===== src/hdl/rmq_sqrt.sv =====
// ----------------------------------------------------------------------------
// rmq_sqrt
// pipelined floor square root, one result bit per register stage
// ----------------------------------------------------------------------------
module rmq_sqrt #(
  parameter int IN_W  = 48,
  parameter int TAG_W = 8
) (
  input  logic                clk,
  input  logic                rst,
  input  logic                en,
  input  logic                in_valid,
  input  logic [IN_W-1:0]     radicand,
  input  logic [TAG_W-1:0]    tag_in,
  output logic                out_valid,
  output logic [IN_W/2-1:0]   root,
  output logic [TAG_W-1:0]    tag_out
);

  localparam int RW = IN_W / 2;

  logic [IN_W-1:0]  rem_q [RW+1];
  logic [RW-1:0]    res_q [RW+1];
  logic             v_q   [RW+1];
  logic [TAG_W-1:0] tag_q [RW+1];

  assign rem_q[0] = radicand;
  assign res_q[0] = '0;
  assign v_q[0]   = in_valid;
  assign tag_q[0] = tag_in;

  // one stage per result bit, most significant first
  for (genvar i = 0; i < RW; i++) begin : g_stage
    localparam int B = RW - 1 - i;
    logic [IN_W-1:0] trial;

    assign trial = (IN_W'(res_q[i]) << (B + 1)) | (IN_W'(1) << (2 * B));

    always_ff @(posedge clk) begin
      if (rst) begin
        v_q[i+1] <= 1'b0;
      end else if (en) begin
        v_q[i+1] <= v_q[i];
      end
    end

    always_ff @(posedge clk) begin
      if (en) begin
        tag_q[i+1] <= tag_q[i];
        if (rem_q[i] >= trial) begin
          rem_q[i+1] <= rem_q[i] - trial;
          res_q[i+1] <= res_q[i] | (RW'(1) << B);
        end else begin
          rem_q[i+1] <= rem_q[i];
          res_q[i+1] <= res_q[i];
        end
      end
    end
  end

  assign out_valid = v_q[RW];
  assign root      = res_q[RW];
  assign tag_out   = tag_q[RW];

endmodule


===== config.mk =====
export PLATFORM = sky130hd
export DESIGN_NAME = rmq_sqrt
export DESIGN_NICKNAME = d
export VERILOG_FILES = /design/src/hdl/rmq_sqrt.sv
export SDC_FILE = /design/constraint.sdc
export NUM_CORES = 2
export LEC_CHECK = 0
export BUFFER_PORTS_ARGS = -buffer_cell sky130_fd_sc_hd__buf_4
export CAP_MARGIN = 20
export CELL_PAD_IN_SITES_DETAIL_PLACEMENT = 2
export CELL_PAD_IN_SITES_GLOBAL_PLACEMENT = 2
export CORE_MARGIN = 3
export CORE_UTILIZATION = 41
export CTS_CLUSTER_SIZE = 24
export DETAILED_ROUTE_END_ITERATION = 12
export GPL_TIMING_DRIVEN = 0
export MAX_ROUTING_LAYER = met4
export PLACE_DENSITY_LB_ADDON = 0.3
export SLEW_MARGIN = 15
export SYNTH_ARGS = -nofsm -noshare
export SYNTH_HDL_FRONTEND = slang
export SYNTH_SLANG_ARGS = --single-unit

===== constraint.sdc =====
create_clock -name clk -period 3.2 [get_ports clk]
set_clock_uncertainty 0.15 [all_clocks]
set_input_delay 0.16 -clock clk [delete_from_list [all_inputs] [get_ports clk]]
set_output_delay 0.16 -clock clk [all_outputs]
set_load 0.1 [all_outputs]

==> flow_metrics.py, run 1 <==
metrics = {
    "synth": {
        "syn_nets": 5808,
        "ys_ff_latch": 1620,
        "async_reset_ff_share_pct": 0,
        "synthTopCellsByArea": "edfxtp_1 66%, ha_1 5.5%, xnor2_1 2.9%",
        "synth_cell_type_count": 80,
        "synthCells": 5426,
        "yosysTopAreaCellShare_pct": 65.7,
        "syn_area_per_cell_um2": 13.4,
        "syn_area_mm2": 0.0729,
        "yosys_warnings": 0,
        "synth_top_cell_by_area": "edfxtp_1",
        "synth-main-ff-cell": "edfxtp_1",
        "yosysSeqAreaShare_pct": 66.4,
        "synth-edff-count": 1596,
    },
    "clock_tree": {
        "numCtsBuffers": 178,
        "cts.path.max_buffers": 3,
        "cts_sinks": 1620,
        "htreeDepth": 4,
        "root_buffer": "clkbuf_16",
    },
    "global_route": {
        "antenna_found_initial": 43,
        "track_usage_pct": 52.5,
        "overflow": 17,
        "grt_start_max_net_pins": 167,
    },
    "placement": {
        "pre_cts_slack_ns": -1.99,
        "gp_congestion": 0.906,
        "post-dp-hpwl_um": 166000,
        "port_buffers": 92,
    },
    "timing": {
        "endpoint_type": "sequential cell input",
        "worstEndpointGrtRepair": "rem_q[235]$_DFFE_PP_/D",
    },
    "outcome": {
        "outcome": "aborted with a tool error",
        "stop_stage": "global routing",
        "tool.error": "[ERROR GRT-0232] Routing congestion too high. Check the congestion heatmap in the GUI.",
    },
    "floorplan": {
        "initial_utilization_pct": 41.3,
        "die_h_um": 428,
        "ios": 93,
        "row_count": 154,
        "chipWidth_um": 428,
    },
}
==> synthesized netlist by cell type (69+ instances only) <==
master / count
a21o_1: 110
a21oi_1: 279
clkbuf_1: 82
edfxtp_1: 1596
ha_1: 322
inv_1: 407
nand2_1: 338
nand3_1: 81
nand4_1: 72
nor2_1: 295
nor3_1: 142
nor4_1: 188
o21a_1: 69
o21ai_0: 263
xnor2_1: 242
xor2_1: 226
==> layer usage <==
metal / GRT usage (%) / GRT overflow
met5: - / -
met1: 46.7 / 0
met3: 24.5 / 0
met4: 57.7 / 9
met2: 78.0 / 8
==> cells by family after synthesis <==
group           count (synthesis)  share of synthesized area (%)
simple gates                 1468                           10.4
mux                            89                           1.31
compound gates                948                           8.04
xor+xnor                      468                           5.62
fa+ha+maj                     322                           5.52
buf+inv                       511                           2.69
flops                        1620                           66.4
==> stage by stage <==
stage	hold WS (ns)	instance area, um^2	cells	setup TNS [ns]
2_1_floorplan	0.0824	73100	5426	-1.57
3_3_place_gp	0.188	76700	7858	-
3_5_place_dp	0.189	77000	7872	-835.87
4_1_cts	0.0161	91200	8568	-26.43
==> timing repair <==
action	CTS
cloned	15
hold endpoints to repair	175
buffers inserted	256
setup endpoints to repair	717
hold buffers	123
gates resized for setup	1035
pin swaps	217
==> run 2: changes to the inputs <==
CELL_PAD_IN_SITES_DETAIL_PLACEMENT = not set   (was 2)
CELL_PAD_IN_SITES_GLOBAL_PLACEMENT = not set   (was 2)
CORE_UTILIZATION = 40   (was 41)
CTS_CLUSTER_SIZE = not set   (was 24)
MAX_ROUTING_LAYER = not set   (was met4)
PLACE_DENSITY_LB_ADDON = 0.15   (was 0.3)
clock period = 4.2 ns   (was 3.2 ns; I/O delays follow)
==> flow_metrics.py, run 2 <==
metrics = {
    "outcome": {
        "outcome": "complete, no violations",
    },
    "routing": {
        "num_vias": 42747,
        "routed_wl_um": 152000,
        "avgRoutedWirePerCell_um": 18.2,
        "drt_iter0_drc": 2164,
        "firstDrtPassIters": 5,
        "drt-vias-per-instance": 5.12,
        "route.detailed.drc": 0,
        "postRouteAntennaNets": 0,
    },
    "setup_path": {
        "path_buf_inv": 0,
        "critPathArrivalTime_ns": 4.52,
        "critPathLaunchType": "register",
        "cp_slowest_cell": "nor4_2",
        "end_kind": "register",
        "cp_top_family": "simple AND/OR/NAND/NOR gates",
        "required_ns": 4.59,
        "path_class": "reg -> reg",
        "crit_chain": "nor4_2, nand2b_1, nor4_1, o31ai_1, o2111ai_1, nand2b_1, or3_1, nor4_1, xor2_1",
        "crit_path_max_incr_delay_ns": 0.67,
        "crit_path_max_fanout": 5,
    },
    "run": {
        "cap_violations": 0,
    },
    "finish": {
        "layoutNonFillerInstCount": 8348,
        "final_cell_mix": "1596 x edfxtp_1, 407 x inv_1, 338 x nand2_1",
        "drive_gt1_share_pct": 8.53,
        "layout_commonest_cell": "edfxtp_1",
        "layout.nets": 6215,
        "syn_to_final_growth_pct": 15.4,
        "largest-register": "rem_q",
        "largest_register_ffs": 1104,
    },
    "global_route": {
        "overflow": 0,
        "antenna_found_initial": 1,
        "grt_use_met1_pct": 16.5,
        "track_usage_pct": 16.3,
        "grt.busiest_layer": "met2",
        "grt_pass1_wl_um": 241000,
        "grt_use_met2_pct": 32.1,
        "grt_start_max_net_pins": 170,
        "grt_pass1_vias": 45025,
        "grt_use_met3_pct": 2.66,
    },
    "synth": {
        "synth_top_cell_by_area": "edfxtp_1",
        "async_reset_ff_share_pct": 0,
        "synth-main-ff-cell": "edfxtp_1",
        "synth-edff-count": 1596,
        "synth_cell_type_count": 80,
        "ys_ff_latch": 1620,
        "post-synth-top-count-cell": "edfxtp_1",
        "synthTopCellsByCount": "1596 x edfxtp_1, 407 x inv_1, 338 x nand2_1, 322 x ha_1, 295 x nor2_1",
        "syn_area_per_cell_um2": 13.4,
        "syn_area_mm2": 0.0729,
        "yosysTopAreaCellShare_pct": 65.7,
        "synthCells": 5426,
        "synthTopCellsByArea": "edfxtp_1 66%, ha_1 5.5%, xnor2_1 2.9%",
        "yosys_warnings": 0,
        "syn_nets": 5808,
        "yosysSeqAreaShare_pct": 66.4,
    },
    "clock_tree": {
        "htreeDepth": 4,
        "cts.path.max_buffers": 3,
        "root_buffer": "clkbuf_16",
        "insertion_delay_ns": 0.82,
        "cts_tree": "yes",
        "numCtsBuffers": 180,
        "path_clk_slew_ns": 0.06,
        "cts_sinks": 1620,
    },
    "power_and_ir_drop": {
        "power_density_mw_per_mm2": 523,
        "power_leakage_uw": 0.0313,
        "ir_drop_uv": 430,
        "total_power_uw": 44000,
    },
    "timing": {
        "worst_slew_pin_slew_ns": 0.925,
        "fin_crit_sh_pct": 98.3,
        "setup_viol": 0,
        "min_period_ns": 4.13,
        "grt_setup_unrepaired": "no",
        "drv_slew": 0,
        "slew_headroom_pct": 37.8,
        "hold_viol": 0,
        "holdWs_ns": 0.210,
        "clock.fmax_ghz": 0.242,
    },
    "placement": {
        "gp_congestion": 0.931,
        "port_buffers": 92,
        "post-dp-hpwl_um": 111000,
        "dpl.cell_count": 7902,
    },
    "floorplan": {
        "core-area_mm2": 0.181,
        "dieArea_mm2": 0.187,
        "chipWidth_um": 433,
        "ios": 93,
        "initial_utilization_pct": 40.3,
        "die_h_um": 433,
        "row_count": 156,
    },
    "worst_hold_path": {
        "hp-class": "in -> reg",
    },
}
## run 2: cell families after synthesis
kind of cell | after synthesis | share of synthesized area (%)
XOR/XNOR | 468 | 5.62
flip-flops | 1620 | 66.4
AO/OA/AOI/OAI | 948 | 8.04
AND/OR/NAND/NOR | 1468 | 10.4
buffers and inverters | 511 | 2.69
multiplexers | 89 | 1.31
adder cells (fa/ha/maj) | 322 | 5.52
## run 2: tightest hold or removal path: stages
cell and delay, ns:
dlygate4sd3_1 0.54, buf_4 0.11, inv_1 0.05, xnor2_1 0.16
## run 2: power breakdown
group          internal, uW  switching, uW  total (uW)
combinational          3080           4280        7360
clock                  8830           6470       15300
sequential            20100           1200       21300
total                 32100          12000       44000
## run 2: through the flow
| step | TNS [ns] | instance area (um^2) | utilization [%] | setup slack [ns] |
|---|---|---|---|---|
| global placement | - | 76600 | 42.3 | -11.40 |
| detailed placement | -64.86 | 76900 | 42.5 | -0.994 |
| global route | 0 | 84200 | 46.5 | 0.00274 |
| floorplan | 0 | 72900 | - | 0.727 |
| CTS | 0 | 84100 | 46.5 | 0.00410 |
| finish | 0 | 84200 | 46.5 | 0.0709 |
## run 2: final timing paths
check / slack (ns) / cells after the start / to / startpoint
worst max register to register: 0.07 / 9 / rem_q[191]$_DFFE_PP_ / rem_q[222]$_DFFE_PP_
worst max-delay path: 0.07 / 9 / rem_q[191]$_DFFE_PP_ / rem_q[222]$_DFFE_PP_
worst min-delay path: 0.21 / 4 / rem_q[1150]$_DFFE_PP_ / radicand[46]
worst min register to register: 0.26 / 0 / tag_q[120]$_DFFE_PP_ / tag_q[128]$_DFFE_PP_
## run 2: layout make-up
| cell class | instances | area, um^2 |
|---|---|---|
| diodes | 1 | 2.50 |
| plain buffers | 97 | 434 |
| clock buffers | 225 | 4670 |
| clock inverters | 101 | 1150 |
| fillers | 15837 | 96800 |
| inverters | 409 | 1540 |
| multi-input cells | 3295 | 22800 |
| flip-flops and latches | 1620 | 48400 |
| well taps | 2370 | 2970 |
| repair buffers | 230 | 2240 |
## run 2: what timing repair did
| action | CTS | global route |
|---|---|---|
| hold buffers | 117 | 0 |
| setup buffers | 6 | 1 |
| pin swaps | 3 | 3 |
| setup endpoints to repair | 198 | 118 |
| gates resized for setup | 35 | 21 |
| endpoints found under the hold margin | 201 | 0 |
## run 2: metal layers
metal  vias to the layer above  routed length, um
met5                         -                  0
met4                         0               7410
met1                     20529              55900
li1                      21163                  -
met3                       357               4890
met2                       698              83800
Note: power is estimated with default switching activity, not from simulation.
